<file path="src/hw/rtl/cbe_pkg.sv">
// shared constants, register codes and lane/merge types for the cursor bitmap expander
package cbe_pkg;

	localparam int MAX_CURSOR_SIZE       = 64;
	localparam int SCANLINE_PAD_BITS_DEF = 32;
	localparam int MAX_SOURCE_SIZE_DEF   = 1024;

	localparam int LANES      = 8;
	localparam int PIX_W      = 8;
	localparam int SIZE_REG_W = 11;
	localparam int HOT_W      = 10;
	localparam int CFG_ADDR_W = 3;
	localparam int CFG_DATA_W = 11;
	localparam int WIN_W      = $clog2(MAX_CURSOR_SIZE + 1);
	localparam int ROW_W      = $clog2(MAX_CURSOR_SIZE);
	localparam int LANE_W     = $clog2(LANES);
	localparam int COUNT_W    = $clog2(LANES + 1);

	typedef enum logic [CFG_ADDR_W-1:0] {
		REG_WIDTH  = 3'd0,
		REG_HEIGHT = 3'd1,
		REG_HOT_X  = 3'd2,
		REG_HOT_Y  = 3'd3,
		REG_FG     = 3'd4,
		REG_BG     = 3'd5
	} cfg_reg_t;

	typedef struct packed {
		logic             valid;
		logic             opaque;
		logic [PIX_W-1:0] pixel;
	} lane_t;

	typedef struct packed {
		logic                   emit;
		logic [LANES*PIX_W-1:0] pixel_bytes;
		logic [LANES-1:0]       opaque_bits;
		logic [LANE_W-1:0]      first_lane;
		logic [COUNT_W-1:0]     valid_count;
		logic [LANE_W-1:0]      last_lane;
	} merge_t;

endpackage

</file>
<file path="src/hw/rtl/cbe_if.sv">
// request channel interfaces: configuration writes, bitmap byte pairs, pixel results
interface cbe_cfg_if;
	logic                             valid;
	logic                             ready;
	logic [cbe_pkg::CFG_ADDR_W-1:0]   addr;
	logic [cbe_pkg::CFG_DATA_W-1:0]   data;
	modport source (output valid, addr, data, input ready);
	modport sink (input valid, addr, data, output ready);
endinterface

interface cbe_in_if;
	logic                        valid;
	logic                        ready;
	logic [cbe_pkg::PIX_W-1:0]   source_byte;
	logic [cbe_pkg::PIX_W-1:0]   mask_byte;
	logic                        image_start;
	modport source (output valid, source_byte, mask_byte, image_start, input ready);
	modport sink (input valid, source_byte, mask_byte, image_start, output ready);
endinterface

interface cbe_out_if;
	logic                                          valid;
	logic                                          ready;
	logic [cbe_pkg::LANES*cbe_pkg::PIX_W-1:0]      pixel_bytes;
	logic [cbe_pkg::LANES-1:0]                     opaque_bits;
	logic [cbe_pkg::LANE_W-1:0]                    first_lane;
	logic [cbe_pkg::COUNT_W-1:0]                   valid_count;
	logic [cbe_pkg::ROW_W-1:0]                     out_row;
	logic [cbe_pkg::ROW_W-1:0]                     out_col;
	logic [cbe_pkg::WIN_W-1:0]                     hot_offset_x;
	logic [cbe_pkg::WIN_W-1:0]                     hot_offset_y;
	logic                                          image_done;
	modport source (output valid, pixel_bytes, opaque_bits, first_lane, valid_count, out_row,
		out_col, hot_offset_x, hot_offset_y, image_done, input ready);
	modport sink (input valid, pixel_bytes, opaque_bits, first_lane, valid_count, out_row,
		out_col, hot_offset_x, hot_offset_y, image_done, output ready);
endinterface

</file>
<file path="src/hw/rtl/cursor_bitmap_expand_unit.sv">
// top level: monochrome cursor bitmap to 8-bit pixel expander with hotspot window crop
// an accepted byte-pair request that yields pixels is written into the output register at the end of its cycle
// throughput: 1 request per cycle; a request flagged image_start is held
//   while the shared restoring divider finds the x then y window start
// one output register: while its result waits unread, no new request is taken
// reset (arst_n low): width and height 1, hotspot 0, colors 0, counters and window starts 0
module cursor_bitmap_expand_unit #(
	parameter int SCANLINE_PAD_BITS = cbe_pkg::SCANLINE_PAD_BITS_DEF,
	parameter int MAX_SOURCE_SIZE   = cbe_pkg::MAX_SOURCE_SIZE_DEF
) (
	input  logic        clk,
	input  logic        arst_n,
	cbe_cfg_if.sink     cfg,
	cbe_in_if.sink      bitmap,
	cbe_out_if.source   pixels
);
	// one width for sizes, row counts and bit positions, incl. padding and raw register values
	localparam int XW    = $clog2(MAX_SOURCE_SIZE + 2*SCANLINE_PAD_BITS + 2048);
	localparam int BPW   = SCANLINE_PAD_BITS / 8;
	localparam int BIW_W = (BPW > 1) ? $clog2(BPW) : 1;
	localparam int MW    = cbe_pkg::WIN_W;
	localparam int RW    = cbe_pkg::ROW_W;
	localparam int LANES = cbe_pkg::LANES;
	localparam int MAXC  = cbe_pkg::MAX_CURSOR_SIZE;

	typedef enum logic [1:0] {S_RUN, S_DIVX, S_DIVY} state_t;

	// configuration registers
	logic [cbe_pkg::SIZE_REG_W-1:0] width_q;
	logic [cbe_pkg::SIZE_REG_W-1:0] height_q;
	logic [cbe_pkg::HOT_W-1:0]      hot_x_q;
	logic [cbe_pkg::HOT_W-1:0]      hot_y_q;
	logic [cbe_pkg::PIX_W-1:0]      fg_q;
	logic [cbe_pkg::PIX_W-1:0]      bg_q;

	// walk state
	state_t            state_q;
	logic              primed_q;
	logic [XW-1:0]     row_q;
	logic [XW-1:0]     bit_q;
	logic [XW-1:0]     word_q;
	logic [BIW_W-1:0]  biw_q;
	logic [XW-1:0]     wxs_q;
	logic [XW-1:0]     wys_q;
	logic              out_valid_q;

	logic              cfg_fire;
	logic              out_free;
	logic              accept;
	logic              restart;
	logic              trigger;
	logic [XW-1:0]     w_eff;
	logic [XW-1:0]     h_eff;
	logic [MW-1:0]     ww;
	logic [MW-1:0]     wh;
	logic [XW-1:0]     cur_row;
	logic [XW-1:0]     cur_bit;
	logic [XW-1:0]     cur_word;
	logic [BIW_W-1:0]  cur_biw;
	logic              past_end;
	logic              row_ok;
	logic              byte_ok;
	logic              last_w;
	logic [XW-1:0]     bound;
	logic              row_end;
	logic [XW-1:0]     orow;
	logic [XW-1:0]     first_pos;
	logic [XW-1:0]     last_end;
	logic [XW-1:0]     win_end;
	logic              done_hit;
	logic [XW-1:0]     hx_ext;
	logic [XW-1:0]     hy_ext;
	logic [XW-1:0]     hx_diff;
	logic [XW-1:0]     hy_diff;
	logic [MW-1:0]     hx_off;
	logic [MW-1:0]     hy_off;

	// divider hookup
	logic                        div_start;
	logic [XW-1:0]               div_size;
	logic [cbe_pkg::HOT_W-1:0]   div_hot;
	logic                        div_done;
	logic [XW-1:0]               div_res;

	cbe_pkg::lane_t   lanes [LANES];
	cbe_pkg::merge_t  merged;

	assign cfg_fire  = cfg.valid && cfg.ready;
	assign cfg.ready = 1'b1;

	// register file, taken whenever the write channel requests
	always_ff @(posedge clk or negedge arst_n) begin
		if (!arst_n) begin
			width_q  <= cbe_pkg::SIZE_REG_W'(1);
			height_q <= cbe_pkg::SIZE_REG_W'(1);
			hot_x_q  <= '0;
			hot_y_q  <= '0;
			fg_q     <= '0;
			bg_q     <= '0;
		end else if (cfg_fire) begin
			case (cfg.addr)
				cbe_pkg::REG_WIDTH:  width_q  <= cfg.data;
				cbe_pkg::REG_HEIGHT: height_q <= cfg.data;
				cbe_pkg::REG_HOT_X:  hot_x_q  <= cfg.data[cbe_pkg::HOT_W-1:0];
				cbe_pkg::REG_HOT_Y:  hot_y_q  <= cfg.data[cbe_pkg::HOT_W-1:0];
				cbe_pkg::REG_FG:     fg_q     <= cfg.data[cbe_pkg::PIX_W-1:0];
				cbe_pkg::REG_BG:     bg_q     <= cfg.data[cbe_pkg::PIX_W-1:0];
				default: begin
				end
			endcase
		end
	end

	// effective sizes: zero counts as one, clipped at the largest source
	always_comb begin
		if (width_q == '0) begin
			w_eff = XW'(1);
		end else if (XW'(width_q) > XW'(MAX_SOURCE_SIZE)) begin
			w_eff = XW'(MAX_SOURCE_SIZE);
		end else begin
			w_eff = XW'(width_q);
		end
		if (height_q == '0) begin
			h_eff = XW'(1);
		end else if (XW'(height_q) > XW'(MAX_SOURCE_SIZE)) begin
			h_eff = XW'(MAX_SOURCE_SIZE);
		end else begin
			h_eff = XW'(height_q);
		end
		ww = (w_eff < XW'(MAXC)) ? w_eff[MW-1:0] : MW'(MAXC);
		wh = (h_eff < XW'(MAXC)) ? h_eff[MW-1:0] : MW'(MAXC);
	end

	// handshake: an image start request waits until both window starts are fresh
	assign out_free     = !out_valid_q || pixels.ready;
	assign bitmap.ready = (state_q == S_RUN) && out_free && (!bitmap.image_start || primed_q);
	assign accept       = bitmap.valid && bitmap.ready;
	assign restart      = accept && bitmap.image_start;
	assign trigger      = (state_q == S_RUN) && bitmap.valid && bitmap.image_start &&
		!primed_q && !cfg.valid;

	assign div_start = trigger || ((state_q == S_DIVX) && div_done && !cfg.valid);
	assign div_size  = (state_q == S_RUN) ? w_eff : h_eff;
	assign div_hot   = (state_q == S_RUN) ? hot_x_q : hot_y_q;

	cbe_div #(.XW(XW)) u_div (
		.clk    (clk),
		.arst_n (arst_n),
		.start  (div_start),
		.size   (div_size),
		.hot    (div_hot),
		.done   (div_done),
		.result (div_res)
	);

	// position of the current byte; an image start restarts the walk at zero
	always_comb begin
		cur_row  = restart ? '0 : row_q;
		cur_bit  = restart ? '0 : bit_q;
		cur_word = restart ? '0 : word_q;
		cur_biw  = restart ? '0 : biw_q;
		past_end = cur_row >= h_eff;
		orow     = cur_row - wys_q;
		row_ok   = (cur_row >= wys_q) && (orow < XW'(wh));
		// byte lies inside the padded row when its pad word starts left of the image edge
		byte_ok  = cur_word < w_eff;
		last_w   = cur_biw == BIW_W'(BPW - 1);
		bound    = last_w ? cur_word + XW'(SCANLINE_PAD_BITS) : cur_word;
		row_end  = bound >= w_eff;
	end

	// eight lanes, lane i takes source bit 7-i
	for (genvar g = 0; g < LANES; g++) begin : g_lane
		cbe_lane #(.XW(XW), .LANE(g)) u_lane (
			.bit_base  (cur_bit),
			.win_start (wxs_q),
			.win_size  (ww),
			.src_bit   (bitmap.source_byte[LANES-1-g]),
			.mask_bit  (bitmap.mask_byte[LANES-1-g]),
			.fg        (fg_q),
			.bg        (bg_q),
			.lane      (lanes[g])
		);
	end

	cbe_merge u_merge (
		.gate   (!past_end && row_ok && byte_ok),
		.lanes  (lanes),
		.merged (merged)
	);

	// window column, end-of-image test and hotspot offsets
	always_comb begin
		first_pos = cur_bit + XW'(merged.first_lane) - wxs_q;
		last_end  = cur_bit + XW'(merged.last_lane) + XW'(1);
		win_end   = wxs_q + XW'(ww);
		done_hit  = (orow + XW'(1) == XW'(wh)) && (last_end == win_end);
		hx_ext    = XW'(hot_x_q);
		hy_ext    = XW'(hot_y_q);
		hx_diff   = (hx_ext >= wxs_q) ? hx_ext - wxs_q : '0;
		hy_diff   = (hy_ext >= wys_q) ? hy_ext - wys_q : '0;
		hx_off    = (hx_diff > XW'(MAXC)) ? MW'(MAXC) : hx_diff[MW-1:0];
		hy_off    = (hy_diff > XW'(MAXC)) ? MW'(MAXC) : hy_diff[MW-1:0];
	end

	// sequencer, walk counters and latched window starts
	always_ff @(posedge clk or negedge arst_n) begin
		if (!arst_n) begin
			state_q  <= S_RUN;
			primed_q <= 1'b0;
			row_q    <= '0;
			bit_q    <= '0;
			word_q   <= '0;
			biw_q    <= '0;
			wxs_q    <= '0;
			wys_q    <= '0;
		end else begin
			if (cfg_fire) begin
				// any register change, also mid-division: work the windows out again
				state_q  <= S_RUN;
				primed_q <= 1'b0;
			end else begin
				case (state_q)
					S_RUN: begin
						if (trigger) begin
							state_q <= S_DIVX;
						end else if (restart) begin
							// fresh windows are used up by the image start
							primed_q <= 1'b0;
						end
					end
					S_DIVX: begin
						if (div_done) begin
							wxs_q   <= div_res;
							state_q <= S_DIVY;
						end
					end
					S_DIVY: begin
						if (div_done) begin
							wys_q    <= div_res;
							primed_q <= 1'b1;
							state_q  <= S_RUN;
						end
					end
					default: begin
						state_q <= S_RUN;
					end
				endcase
			end
			if (accept) begin
				if (past_end) begin
					// bytes after the last row are dropped, the row count parks at the height
					row_q  <= h_eff;
					bit_q  <= cur_bit;
					word_q <= cur_word;
					biw_q  <= cur_biw;
				end else if (row_end) begin
					row_q  <= cur_row + XW'(1);
					bit_q  <= '0;
					word_q <= '0;
					biw_q  <= '0;
				end else begin
					row_q  <= cur_row;
					bit_q  <= cur_bit + XW'(8);
					biw_q  <= last_w ? '0 : cur_biw + BIW_W'(1);
					word_q <= last_w ? cur_word + XW'(SCANLINE_PAD_BITS) : cur_word;
				end
			end
		end
	end

	// output register
	always_ff @(posedge clk or negedge arst_n) begin
		if (!arst_n) begin
			out_valid_q <= 1'b0;
		end else if (accept && merged.emit) begin
			out_valid_q <= 1'b1;
		end else if (pixels.ready) begin
			out_valid_q <= 1'b0;
		end
	end

	always_ff @(posedge clk) begin
		if (accept && merged.emit) begin
			pixels.pixel_bytes  <= merged.pixel_bytes;
			pixels.opaque_bits  <= merged.opaque_bits;
			pixels.first_lane   <= merged.first_lane;
			pixels.valid_count  <= merged.valid_count;
			pixels.out_row      <= orow[RW-1:0];
			pixels.out_col      <= first_pos[RW-1:0];
			pixels.hot_offset_x <= hx_off;
			pixels.hot_offset_y <= hy_off;
			pixels.image_done   <= done_hit;
		end
	end

	assign pixels.valid = out_valid_q;

endmodule

</file>
<file path="src/hw/rtl/cbe_div.sv">
// window start unit: restoring divider, one quotient bit per cycle, plus clamping
module cbe_div #(
	parameter int XW = 12
) (
	input  logic                        clk,
	input  logic                        arst_n,
	input  logic                        start,
	input  logic [XW-1:0]               size,
	input  logic [cbe_pkg::HOT_W-1:0]   hot,
	output logic                        done,
	output logic [XW-1:0]               result
);
	localparam int MW  = cbe_pkg::WIN_W;
	localparam int NW  = XW + MW;
	localparam int CNW = (MW > 1) ? $clog2(MW) : 1;
	localparam int MAXC = cbe_pkg::MAX_CURSOR_SIZE;

	typedef enum logic [1:0] {D_IDLE, D_RUN, D_FIN} dstate_t;

	dstate_t          state_q;
	logic [CNW-1:0]   cnt_q;
	logic [XW-1:0]    size_q;
	logic [XW-1:0]    hot_q;
	logic [NW-1:0]    rem_q;
	logic [NW-1:0]    dsh_q;
	logic [MW-1:0]    quo_q;

	logic [XW-1:0]    hot_ext;
	logic [XW-1:0]    hot_clip;
	logic [NW-1:0]    numer;
	logic             take;
	logic [XW:0]      sum;
	logic [XW:0]      lifted;
	logic [XW:0]      limit;
	logic [XW-1:0]    final_val;

	always_comb begin
		hot_ext  = XW'(hot);
		hot_clip = (hot_ext >= size) ? size - XW'(1) : hot_ext;
		numer    = NW'(size - hot_clip) * NW'(MAXC);
		take     = rem_q >= dsh_q;
		sum      = (XW+1)'(hot_q) + (XW+1)'(quo_q);
		lifted   = (sum >= (XW+1)'(MAXC)) ? sum - (XW+1)'(MAXC) : '0;
		limit    = (XW+1)'(size_q) - (XW+1)'(MAXC);
		if (size_q <= XW'(MAXC)) begin
			final_val = '0;
		end else if (lifted > limit) begin
			final_val = limit[XW-1:0];
		end else begin
			final_val = lifted[XW-1:0];
		end
	end

	always_ff @(posedge clk or negedge arst_n) begin
		if (!arst_n) begin
			state_q <= D_IDLE;
			cnt_q   <= '0;
			size_q  <= '0;
			hot_q   <= '0;
			rem_q   <= '0;
			dsh_q   <= '0;
			quo_q   <= '0;
			done    <= 1'b0;
			result  <= '0;
		end else if (start) begin
			state_q <= D_RUN;
			cnt_q   <= CNW'(MW - 1);
			size_q  <= size;
			hot_q   <= hot_clip;
			rem_q   <= numer;
			dsh_q   <= NW'(size) << (MW - 1);
			quo_q   <= '0;
			done    <= 1'b0;
		end else begin
			done <= 1'b0;
			case (state_q)
				D_IDLE: begin
				end
				D_RUN: begin
					if (take) begin
						rem_q <= rem_q - dsh_q;
					end
					quo_q <= {quo_q[MW-2:0], take};
					dsh_q <= dsh_q >> 1;
					if (cnt_q == '0) begin
						state_q <= D_FIN;
					end else begin
						cnt_q <= cnt_q - CNW'(1);
					end
				end
				D_FIN: begin
					result  <= final_val;
					done    <= 1'b1;
					state_q <= D_IDLE;
				end
				default: begin
					state_q <= D_IDLE;
				end
			endcase
		end
	end

endmodule

</file>
<file path="src/hw/rtl/cbe_lane.sv">
// one pixel lane: window test and pixel expansion for a single source bit
module cbe_lane #(
	parameter int XW   = 12,
	parameter int LANE = 0
) (
	input  logic [XW-1:0]                 bit_base,
	input  logic [XW-1:0]                 win_start,
	input  logic [cbe_pkg::WIN_W-1:0]     win_size,
	input  logic                          src_bit,
	input  logic                          mask_bit,
	input  logic [cbe_pkg::PIX_W-1:0]     fg,
	input  logic [cbe_pkg::PIX_W-1:0]     bg,
	output cbe_pkg::lane_t                lane
);
	logic [XW-1:0] px;
	logic [XW-1:0] rel;

	always_comb begin
		px         = bit_base + XW'(LANE);
		rel        = px - win_start;
		lane.valid = (px >= win_start) && (rel < XW'(win_size));
		lane.opaque = lane.valid && mask_bit;
		if (lane.opaque) begin
			lane.pixel = src_bit ? fg : bg;
		end else begin
			lane.pixel = '0;
		end
	end

endmodule

</file>
<file path="src/hw/rtl/cbe_merge.sv">
// merge stage: packs lane pixels and finds first, last and count of valid lanes
module cbe_merge (
	input  logic                  gate,
	input  cbe_pkg::lane_t        lanes [cbe_pkg::LANES],
	output cbe_pkg::merge_t       merged
);
	localparam int LANES = cbe_pkg::LANES;
	localparam int PW    = cbe_pkg::PIX_W;

	always_comb begin
		merged = '0;
		for (int i = LANES - 1; i >= 0; i--) begin
			if (lanes[i].valid) begin
				merged.first_lane = cbe_pkg::LANE_W'(i);
			end
		end
		for (int i = 0; i < LANES; i++) begin
			if (lanes[i].valid) begin
				merged.last_lane   = cbe_pkg::LANE_W'(i);
				merged.valid_count = merged.valid_count + cbe_pkg::COUNT_W'(1);
			end
			merged.pixel_bytes[i*PW +: PW] = lanes[i].pixel;
			merged.opaque_bits[i]          = lanes[i].opaque;
		end
		merged.emit = gate && (merged.valid_count != '0);
	end

endmodule

</file>
<file path="src/flat_wrapper.sv">
// flat-port wrapper written by rule: the top's interface ports become plain ports
module cursor_bitmap_expand_unit_flat 
#(
	parameter int SCANLINE_PAD_BITS = cbe_pkg::SCANLINE_PAD_BITS_DEF,
	parameter int MAX_SOURCE_SIZE   = cbe_pkg::MAX_SOURCE_SIZE_DEF
)
  (clk, arst_n, cfg_valid, cfg_addr, cfg_data, cfg_ready, bitmap_valid, bitmap_source_byte, bitmap_mask_byte, bitmap_image_start, bitmap_ready, pixels_valid, pixels_pixel_bytes, pixels_opaque_bits, pixels_first_lane, pixels_valid_count, pixels_out_row, pixels_out_col, pixels_hot_offset_x, pixels_hot_offset_y, pixels_image_done, pixels_ready);
  cbe_cfg_if cfg_i ();
  cbe_in_if bitmap_i ();
  cbe_out_if pixels_i ();
  input  logic clk;
  input  logic arst_n;
  input wire logic [$bits(cfg_i.valid)-1:0] cfg_valid;
  input wire logic [$bits(cfg_i.addr)-1:0] cfg_addr;
  input wire logic [$bits(cfg_i.data)-1:0] cfg_data;
  output wire logic [$bits(cfg_i.ready)-1:0] cfg_ready;
  input wire logic [$bits(bitmap_i.valid)-1:0] bitmap_valid;
  input wire logic [$bits(bitmap_i.source_byte)-1:0] bitmap_source_byte;
  input wire logic [$bits(bitmap_i.mask_byte)-1:0] bitmap_mask_byte;
  input wire logic [$bits(bitmap_i.image_start)-1:0] bitmap_image_start;
  output wire logic [$bits(bitmap_i.ready)-1:0] bitmap_ready;
  output wire logic [$bits(pixels_i.valid)-1:0] pixels_valid;
  output wire logic [$bits(pixels_i.pixel_bytes)-1:0] pixels_pixel_bytes;
  output wire logic [$bits(pixels_i.opaque_bits)-1:0] pixels_opaque_bits;
  output wire logic [$bits(pixels_i.first_lane)-1:0] pixels_first_lane;
  output wire logic [$bits(pixels_i.valid_count)-1:0] pixels_valid_count;
  output wire logic [$bits(pixels_i.out_row)-1:0] pixels_out_row;
  output wire logic [$bits(pixels_i.out_col)-1:0] pixels_out_col;
  output wire logic [$bits(pixels_i.hot_offset_x)-1:0] pixels_hot_offset_x;
  output wire logic [$bits(pixels_i.hot_offset_y)-1:0] pixels_hot_offset_y;
  output wire logic [$bits(pixels_i.image_done)-1:0] pixels_image_done;
  input wire logic [$bits(pixels_i.ready)-1:0] pixels_ready;
  assign cfg_i.valid = cfg_valid;
  assign cfg_i.addr = cfg_addr;
  assign cfg_i.data = cfg_data;
  assign cfg_ready = cfg_i.ready;
  assign bitmap_i.valid = bitmap_valid;
  assign bitmap_i.source_byte = bitmap_source_byte;
  assign bitmap_i.mask_byte = bitmap_mask_byte;
  assign bitmap_i.image_start = bitmap_image_start;
  assign bitmap_ready = bitmap_i.ready;
  assign pixels_valid = pixels_i.valid;
  assign pixels_pixel_bytes = pixels_i.pixel_bytes;
  assign pixels_opaque_bits = pixels_i.opaque_bits;
  assign pixels_first_lane = pixels_i.first_lane;
  assign pixels_valid_count = pixels_i.valid_count;
  assign pixels_out_row = pixels_i.out_row;
  assign pixels_out_col = pixels_i.out_col;
  assign pixels_hot_offset_x = pixels_i.hot_offset_x;
  assign pixels_hot_offset_y = pixels_i.hot_offset_y;
  assign pixels_image_done = pixels_i.image_done;
  assign pixels_i.ready = pixels_ready;
  cursor_bitmap_expand_unit #(.SCANLINE_PAD_BITS(SCANLINE_PAD_BITS), .MAX_SOURCE_SIZE(MAX_SOURCE_SIZE)) u_core (.clk(clk), .arst_n(arst_n), .cfg(cfg_i), .bitmap(bitmap_i), .pixels(pixels_i));
endmodule
</file>
<file path="config.mk">
export PLATFORM = sky130hd
export DESIGN_NAME = cursor_bitmap_expand_unit_flat
export DESIGN_NICKNAME = d
export VERILOG_FILES = /design/src/hw/rtl/cbe_pkg.sv /design/src/hw/rtl/cbe_if.sv /design/src/hw/rtl/cursor_bitmap_expand_unit.sv /design/src/hw/rtl/cbe_div.sv /design/src/hw/rtl/cbe_lane.sv /design/src/hw/rtl/cbe_merge.sv /design/src/flat_wrapper.sv
export SDC_FILE = /design/constraint.sdc
export NUM_CORES = 1
export LEC_CHECK = 0
export BUFFER_PORTS_ARGS = -buffer_cell sky130_fd_sc_hd__buf_4
export CELL_PAD_IN_SITES_DETAIL_PLACEMENT = 1
export CELL_PAD_IN_SITES_GLOBAL_PLACEMENT = 2
export CORE_ASPECT_RATIO = 0.8
export CORE_MARGIN = 8
export CORE_UTILIZATION = 43
export CTS_CLUSTER_DIAMETER = 50
export CTS_CLUSTER_SIZE = 8
export DETAILED_ROUTE_END_ITERATION = 10
export GPL_ROUTABILITY_DRIVEN = 0
export MAX_ROUTING_LAYER = met4
export PLACE_DENSITY = 0.95
export SETUP_SLACK_MARGIN = 0.15
export SLEW_MARGIN = 20
export SYNTH_ARGS = -nofsm -noshare
export SYNTH_HDL_FRONTEND = slang
export SYNTH_HIERARCHICAL = 1
export SYNTH_SLANG_ARGS = --single-unit
</file>
<file path="constraint.sdc">
create_clock -name clk -period 26.3 [get_ports clk]
set_clock_uncertainty 0.1 [all_clocks]
set_input_delay 2.63 -clock clk [delete_from_list [all_inputs] [get_ports clk]]
set_output_delay 2.63 -clock clk [all_outputs]
set_load 0.01 [all_outputs]
</file>
# == After elaboration in Yosys (flattened, before gate mapping) ==
# Index checks and enable logic that the tools add are counted.
# W data, S select, Z words.
# word_totals
register_bits,317
inputBits,36
wordCells,282
# classes
add_sub_neg,42
n_lt_le_gt_ge,34
n_eq_ne,20
mux,79
bitwise,2
reduce_logical,65
# op_table
operator,count
$mux W12,18
$ge A12 B12 Y1,11
$lt A12 B7 Y1,9
$sub A12 B12 Y12,9
$mux W19,5
$mux W7,11
$mux W8,8
$add A12 B1 Y12 const B,4
$add A12 B3 Y12 const B,4
$ge A10 B12 Y1,3
$mux W3,11
$logic_and A1 B1 Y1,32
$add A12 B2 Y12 const B,2
$add A4 B1 Y4 const B,6
$gt A12 B7 Y1 const B,2
$lt A12 B7 Y1 const B,2
$sub A10 B12 Y12,2
$gt A11 B11 Y1 const B,2
$logic_not A11 Y1,2
$mux W11,2
$mux W2,10
$reduce_and A2 Y1,10
$ge A19 B19 Y1,1
$sub A19 B19 Y19,1
45 further kinds,75

# == Depth between registers and ports, before layout ==
# Gate-level depths: netlist (run 1).
# logic_depth
word_depth,29
mapped_depth,45
mapped_depth_nobuf,39

# == Modules after synthesis ==
# Netlist (run 1), hierarchy kept.
# by_module_without_submodules
mod,instances,cells_per_inst,area_each_um2,seq_area_each_um2
cursor_bitmap_expand_unit,1,1210,12828.6,6288.5
cbe_div,1,762,6553.8,2152.1
cbe_merge,1,192,1398.8,0.0
cbe_lane (u_core.g_lane[7].u_lane),1,173,1290.0,0.0
cbe_lane (u_core.g_lane[5].u_lane),1,175,1287.5,0.0
cbe_lane (u_core.g_lane[2].u_lane),1,176,1267.5,0.0
cbe_lane (u_core.g_lane[6].u_lane),1,156,1255.0,0.0
cbe_lane (u_core.g_lane[1].u_lane),1,163,1188.6,0.0
cbe_lane (u_core.g_lane[3].u_lane),1,169,1186.1,0.0
cbe_lane (u_core.g_lane[4].u_lane),1,155,1127.3,0.0
cbe_lane (u_core.g_lane[0].u_lane),1,146,1067.3,0.0

# == Worst setup path after synthesis (run 1) ==
# OpenSTA, ideal clock, no wires.
# synth_path
path_kind,input to register
startpoint,input bitmap_valid
endpoint,"register u_core.pixels.first_lane[0], enable pin"
setup_time_ns,0.459
arrival_time_ns,13.020
slack_ns,12.720
path_stages,40
path_cell_list,and4bb_1 nand3_1 buf_2 buf_2 clkbuf_1 clkbuf_1 nand2_1 inv_1 ha_1 nand3_1 xnor2_1 ha_1 o211ai_1 a21oi_1 nand2b_1 xor2_1 ha_1 a221o_1 (+4 left out) inv_1 ha_1 xnor2_2 inv_1 ha_1 nand3b_1 mux2i_1 a221oi_4 inv_1 ha_1 nand2_1 o31ai_1 and3_1 o31ai_1 and3_4 o41a_1 nand2_1 inv_1
# synth_lines
element,line,rtl
"start, declared",flat_wrapper.sv:17,input wire logic [$bits(bitmap_i.valid)-1:0] bitmap_valid;
"end, declared",cbe_if.sv:33,"modport source (output valid, pixel_bytes, opaque_bits, first_lane, valid_count, out_row,"

==> results of run 1 <==
per-stage QoR:
stage / std cells / hold slack, ns / utilization, % / total power, mW / setup slack (ns)
detailed placement: 4432 / 0.374 / 45.7 / 2.84 / 12.26
floorplan: 3479 / 0.342 / - / 2.29 / 12.72
global route: 4530 / 0.398 / 48.2 / 3.85 / 11.94
CTS: 4530 / 0.388 / 48.1 / 3.56 / 12.77
global placement: 4432 / 0.365 / 45.7 / 2.77 / 12.74
finish: 4530 / 0.383 / 48.2 / 3.58 / 12.71
layout make-up:
| type | instances | area (um2) |
|---|---|---|
| repair buffers | 193 | 1460 |
| inverters | 338 | 1270 |
| flip-flops and latches | 316 | 8440 |
| fillers | 8254 | 36500 |
| clock inverters | 18 | 224 |
| multi-input cells | 2651 | 19800 |
| well taps | 934 | 1170 |
| clock buffers | 80 | 1520 |
per-layer routing:
metal / GRT usage [%] / share of wire (%)
met1: 36.3 / 47
met2: 38.0 / 43
met3: 4.32 / 6.8
met4: 7.92 / 3.1
met5: - / 0
critical path: cells and delay by family:
family	cells	cell delay [ns]
xor gates and xnor gates	3	0.67
and+or+nand+nor	11	2.78
muxes	1	0.12
buffers and inverters	10	3.11
adders and majority gates	6	1.95
AOI/OAI and AO/OA	10	2.30
worst max-delay path by stage:
stage,end,startpoint,slack [ns]
global placement,u_core/pixels.pixel_bytes[17],pixels_ready,12.74
finish,u_core/pixels.pixel_bytes[43],pixels_ready,12.71
floorplan,u_core/pixels.first_lane[0],bitmap_valid,12.72
global route,u_core/pixels.pixel_bytes[43],pixels_ready,11.94
CTS,u_core/pixels.pixel_bytes[43],pixels_ready,12.77
detailed placement,u_core/pixels.pixel_bytes[23],pixels_ready,12.26
power breakdown:
part | internal [mW] | total, mW | switching (mW) | leakage [nW]
Sequential | 0.607 | 0.725 | 0.118 | 3.76
Combinational | 0.870 | 2.16 | 1.29 | 10.5
Clock | 0.421 | 0.689 | 0.269 | 0.834
cell families after synthesis:
logic type      share of synthesized area (%)
simple gates                             19.4
compound gates                           17.3
buf+inv                                  7.58
fa+ha+maj                                14.2
flops                                    27.7
xor+xnor                                 7.04
mux                                      6.70
other cells                            0.0247
placed cells by master, fill, tap and decap left out, types with 10 or more instances in the layout:
cell / netlist / layout
mux2_2: 104 / 104
mux2i_1: 84 / 84
dfrtp_1: 208 / 208
and3_1: 45 / 45
inv_1: 327 / 326
o21a_1: 48 / 48
a31oi_1: 21 / 21
a211oi_1: 27 / 27
buf_4: 76 / 192
nor2_1: 198 / 196
a21o_1: 49 / 49
nor3_1: 65 / 62
o21ai_1: 25 / 26
and2_1: 46 / 46
edfxtp_1: 106 / 106
clkbuf_1: 59 / 20
nor4_1: 68 / 67
o2111ai_1: 16 / 16
nor2b_1: 46 / 45
nor4b_2: 13 / 13
nand4_1: 43 / 43
o31ai_1: 19 / 19
a211o_1: 12 / 12
a21oi_1: 178 / 178
fa_1: 19 / 19
nand2b_1: 50 / 50
nand2_1: 342 / 342
nand3_1: 92 / 92
xor2_1: 58 / 58
o21bai_1: 16 / 16
clkbuf_16: 0 / 55
or2_2: 10 / 10
o21ai_0: 164 / 162
xnor2_1: 175 / 175
and4_1: 14 / 14
a22oi_1: 13 / 13
o211ai_1: 23 / 23
ha_1: 316 / 316
or3_1: 10 / 10
sequential cells by signal, indices dropped and copies added (netlist names), 11 cells and up:
register	cells
u_core/bit_q	12
u_core/height_q	11
u_core/pixels.pixel_bytes	64
u_core/row_q	12
u_core/u_div/dsh_q	18
u_core/u_div/hot_q	12
u_core/u_div/rem_q	19
u_core/u_div/result	12
u_core/u_div/size_q	12
u_core/width_q	11
u_core/word_q	12
u_core/wxs_q	12
u_core/wys_q	12
==> results.py, run 1 <==
metrics = {
    "drt": {
        "viasPerCell": 5.90,
        "detail_route.first_pass.iterations": 5,
        "num_vias": 26700,
        "avgRoutedWirePerCell_um": 22.8,
        "dr.first_iter.drc_count": 2126,
        "final_antenna_net_count": 0,
        "postRouteWirelength_um": 103000,
        "drt_drc_violations_left": 0,
    },
    "finish": {
        "final_net_count": 3926,
        "areaGrowthSynthToFinish_pct": 11.2,
        "layout-drive-gt1-share_pct": 14.4,
        "antenna_cells_inserted": 0,
        "final_cell_area_um2": 33900,
    },
    "grt": {
        "global_route_wire_length_before_repair_um": 159000,
        "remaining_global_route_overflow": 0,
        "maximum_number_of_pins_on_one_net_before_global_route_repair": 86,
        "grt_antenna_before_repair": 1,
        "groute.usage.overall_pct": 25.9,
        "number_of_global_route_vias_before_repair": 27100,
    },
    "floorplan": {
        "std_cell_rows": 87,
        "core_region_area_um2": 70300,
        "die_area_um2": 79600,
        "io-pin-count": 145,
        "die_w_um": 314,
        "initial_core_util_pct": 43.3,
        "die_h_um": 254,
    },
    "placed_design": {
        "portBuffers": 143,
        "detailed_place.area_um2": 32100,
        "hpwl_um": 77100,
    },
    "synth": {
        "post_synth_inst_count": 3477,
        "ys_types": 137,
        "ys_async_sr_fraction_pct": 66.5,
        "yosys_register_bits": 316,
        "ys_top_cells_by_area": "dfrtp_1, ha_1, edfxtp_1, xnor2_1, nand2_1",
        "yosysMostFrequentCell": "nand2_1",
        "yosysWarnings": 6,
        "post_synth_instance_area_um2": 30500,
        "post-synth-top-area-fraction_pct": 17.1,
        "ys_dominant_reg_cell": "dfrtp_1",
        "yosys.area.top_type": "dfrtp_1",
        "syn-mean-instance-area_um2": 8.76,
        "synth.cells.most_frequent": "nand2_1, inv_1, ha_1",
        "number_of_enable_flip_flop_cells_after_synthesis": 106,
        "synth_sequential_area_ratio_pct": 27.7,
    },
    "pwr": {
        "power.density_cell_area_nw_per_um2": 106,
        "total_leakage_power_nw": 15.1,
        "max-vdd-ir-drop_mv": 0.0872,
    },
    "sta": {
        "setup_viol": 0,
        "timing.slew.headroom_pct": 23.4,
        "final_worst_path_cycle_share_pct": 51.7,
        "setup_total_negative_slack_ns": 0,
        "hold_viol": 0,
        "fmax_ghz": 0.0736,
        "timing.final.max_slew_violations": 0,
        "rsz_0062_raised_after_global_routing": "false",
        "tightestPinTransition_ns": 1.14,
        "fin_crit_period_ns": 13.59,
    },
    "hold_path": {
        "hold_path_class": "reg2reg",
        "min_path_cells": 1,
        "hp-start": "u_core/u_div/cnt_q[2]",
        "worst_hold_path.endpoint": "u_core/u_div/cnt_q[2]",
    },
    "clock_network": {
        "cts_post_setup_buffers_inserted": 0,
        "clkSlewWorstSetupHoldPaths_ns": 0.05,
        "cts_made_buffers": 55,
        "hold_buf_cts": 0,
        "cts_repair_resize_count": 0,
        "cts-root-to-sink-buffers": 3,
        "h-tree-depth": 2,
        "clock_sink_count": 316,
        "clock_insertion_delay_worst_skew_ns": 0.65,
        "cts_tree": "built",
        "cts_root_buf": "clkbuf_16",
    },
    "critical_path": {
        "critical_path.endpoint_type": "flop",
        "crit_arrival_ns": 13.70,
        "most_common_cell_on_crit_path": "ha_1",
        "r2r_cells": 40,
        "setup.worst_path.class": "in2reg",
        "rr_endpoint": "u_core/pixels.pixel_bytes[43]",
        "timing.critical_path.from_type": "input port",
        "critPathRequiredTime_ns": 26.41,
        "critPathSlowestCell": "buf_4",
        "critical_path_peak_fanout": 70,
        "reg_to_reg_slack_setup_ns": 14.32,
        "crit-reg2reg-launch": "u_core/state_q[0]",
        "timing.critical_path.slowest_cell_delay_ns": 0.83,
    },
    "flow_run": {
        "max_cap_violations": 0,
    },
    "outcome": {
        "outcome": "finished clean",
    },
}
(Power assumes the default switching activity.)
==> run 2: changes to the inputs <==
--- a/config.mk
+++ b/config.mk
@@ -10,13 +10,13 @@
 export CELL_PAD_IN_SITES_GLOBAL_PLACEMENT = 2
 export CORE_ASPECT_RATIO = 0.8
 export CORE_MARGIN = 8
-export CORE_UTILIZATION = 43
+export CORE_UTILIZATION = 40
 export CTS_CLUSTER_DIAMETER = 50
 export CTS_CLUSTER_SIZE = 8
 export DETAILED_ROUTE_END_ITERATION = 10
 export GPL_ROUTABILITY_DRIVEN = 0
 export MAX_ROUTING_LAYER = met4
-export PLACE_DENSITY = 0.95
+export PLACE_DENSITY = 0.92
 export SETUP_SLACK_MARGIN = 0.15
 export SLEW_MARGIN = 20
 export SYNTH_ARGS = -nofsm -noshare
==> constraint.sdc (replaced) <==
create_clock -name clk -period 13.82 [get_ports clk]
set_clock_uncertainty 0.1 [all_clocks]
set_input_delay 1.382 -clock clk [delete_from_list [all_inputs] [get_ports clk]]
set_output_delay 1.382 -clock clk [all_outputs]
set_load 0.01 [all_outputs]
==> run 2 against run 1 <==
Combinational power grew 91%; routed wire length grew 0.45%; via count grew 0.11%; sequential power grew 89%; clock power grew 83%; register-to-register slack lost 12 ns; clock-buffer cell count grew 2; power grew 89%; largest power group unchanged; highest routed layer unchanged.
==> results.py, run 2 (synthesis gave the netlist of run 1 again) <==
metrics = {
    "drt": {
        "drt_drc_violations_left": 0,
        "num_vias": 26800,
        "dr_wl_met2_um": 46200,
        "dr.first_iter.drc_count": 1950,
        "maxUsedRoutingLayer": "met4",
        "detail_route.first_pass.iterations": 7,
        "final_antenna_net_count": 0,
        "avgRoutedWirePerCell_um": 22.5,
        "postRouteWirelength_um": 104000,
        "wl_met3_um": 4750,
        "met1_length_um": 49900,
        "viasPerCell": 5.81,
    },
    "finish": {
        "post_layout_nonfiller_instances": 4604,
        "layout_common_cells": "nand2_1, inv_1, ha_1",
        "number_of_fill_cells": 8806,
        "largest_registers": "u_core/pixels.pixel_bytes x64, u_core/u_div/rem_q x19, u_core/u_div/dsh_q x18",
        "regMostFlops": "u_core/pixels.pixel_bytes",
        "layout-drive-gt1-share_pct": 14.3,
        "layout.cells.most_common": "nand2_1",
        "largest_reg_flops": 64,
        "final_cell_area_um2": 33900,
        "areaGrowthSynthToFinish_pct": 11.3,
        "final_net_count": 3923,
        "antenna_cells_inserted": 0,
    },
    "critical_path": {
        "critPathRequiredTime_ns": 13.96,
        "r2r_cells": 37,
        "rr_endpoint": "u_core/pixels.pixel_bytes[17]",
        "crit_arrival_ns": 12.05,
        "timing.critical_path.from_type": "input port",
        "critical_path_peak_fanout": 54,
        "critPathSlowestCell": "a211oi_2",
        "critPathLaunch": "pixels_ready",
        "timing.critical_path.slowest_cell_delay_ns": 0.81,
        "crit-reg2reg-launch": "u_core/state_q[0]",
        "setup.worst_path.class": "in2reg",
        "reg_to_reg_slack_setup_ns": 2.31,
        "critical_path.endpoint_type": "flop",
        "most_common_cell_on_crit_path": "ha_1",
        "critical_path.endpoint": "u_core/pixels.pixel_bytes[17]",
    },
    "placed_design": {
        "portBuffers": 143,
        "detailed_place.area_um2": 32200,
        "place_inst": 4510,
        "hpwl_um": 79400,
    },
    "sta": {
        "rsz_0062_raised_after_global_routing": "false",
        "timing.final.max_slew_violations": 0,
        "tightestPinTransition_ns": 1.15,
        "fin_crit_period_ns": 11.91,
        "setup_total_negative_slack_ns": 0,
        "hold_viol": 0,
        "fmax_ghz": 0.0839,
        "final_worst_path_cycle_share_pct": 86.2,
        "timing.slew.headroom_pct": 23.1,
        "setup_viol": 0,
        "fin_worst_hold_slack_ns": 0.380,
    },
    "floorplan": {
        "core_region_area_um2": 75300,
        "die_w_um": 324,
        "std_cell_rows": 90,
        "die_h_um": 263,
        "die_area_um2": 85300,
        "io-pin-count": 145,
        "initial_core_util_pct": 40.4,
    },
    "clock_network": {
        "cts_tree": "built",
        "cts_post_setup_buffers_inserted": 0,
        "cts-root-to-sink-buffers": 3,
        "clkSlewWorstSetupHoldPaths_ns": 0.05,
        "cts_root_buf": "clkbuf_16",
        "h-tree-depth": 2,
        "cts_made_buffers": 52,
        "cts_repair_resize_count": 0,
        "clock_insertion_delay_worst_skew_ns": 0.62,
        "clock_sink_count": 316,
        "hold_buf_cts": 0,
    },
    "outcome": {
        "outcome": "finished clean",
    },
    "hold_path": {
        "hold_path_class": "reg2reg",
        "min_path_cells": 1,
    },
    "grt": {
        "remaining_global_route_overflow": 0,
        "grt_antenna_before_repair": 1,
        "maximum_number_of_pins_on_one_net_before_global_route_repair": 99,
        "global_route_wire_length_before_repair_um": 162000,
        "groute.usage.overall_pct": 24.1,
        "number_of_global_route_vias_before_repair": 27500,
    },
    "flow_run": {
        "max_cap_violations": 0,
    },
    "pwr": {
        "power.density_cell_area_nw_per_um2": 200,
        "finalPower_mw": 6.77,
        "max-vdd-ir-drop_mv": 0.0964,
        "total_leakage_power_nw": 15.1,
    },
}
## run 2: cell count changes in the layout (fill, tap and decap cells not counted), moves of 2 or more
cell	change
clkbuf_1	+2
clkinv_4	-3
clkbuf_8	+2
clkbuf_16	-2
clkinvlp_4	-3
## run 2: cell type report
type	count	area, um2	share of cell area [%]
Multi-Input combinational cell	2651	19800	58.4
Sequential cell	316	8440	24.9
Clock buffer	82	1510	4.44
Timing Repair Buffer	193	1460	4.30
Inverter	338	1270	3.75
Tap cell	1012	1270	3.74
Clock inverter	12	159	0.469
## run 2: critical path: cells and delay by family
family | cells | cell delay (ns)
mux | 1 | 0.12
simple gates | 12 | 2.86
buf+inv | 7 | 2.22
fa+ha+maj | 5 | 1.79
compound gates | 10 | 2.86
xor+xnor | 3 | 0.69
## run 2: through the flow
step | setup slack, ns | util, %
6_report | 1.91 | 45.0
5_1_grt | 1.12 | 45.0
4_1_cts | 2.05 | 45.0
3_5_place_dp | 1.46 | 42.8
3_3_place_gp | 1.71 | 42.8
2_1_floorplan | 1.49 | -
## run 2: power by group
part,internal [mW],switching [mW]
Clock,0.781,0.482
Combinational,1.65,2.48
Sequential,1.16,0.215
Total,3.58,3.18
## run 2: worst min-delay path by stage
stage / startpoint / end / slack, ns
6_report: u_core/u_div/cnt_q[2] / u_core/u_div/cnt_q[2] / 0.38
5_1_grt: u_core/bit_q[11] / u_core/bit_q[11] / 0.40
4_1_cts: u_core/bit_q[11] / u_core/bit_q[11] / 0.38
3_5_place_dp: u_core/u_div/cnt_q[2] / u_core/u_div/cnt_q[2] / 0.37
3_3_place_gp: u_core/bit_q[11] / u_core/bit_q[11] / 0.36
2_1_floorplan: u_core/row_q[11] / u_core/row_q[11] / 0.34
## run 2: metal layers
| layer | vias to the layer above | track usage (%) |
|---|---|---|
| met3 | 167 | 2.50 |
| met4 | 0 | 6.51 |
| li1 | 12600 | - |
| met1 | 13400 | 33.8 |
| met5 | - | - |
| met2 | 609 | 36.9 |
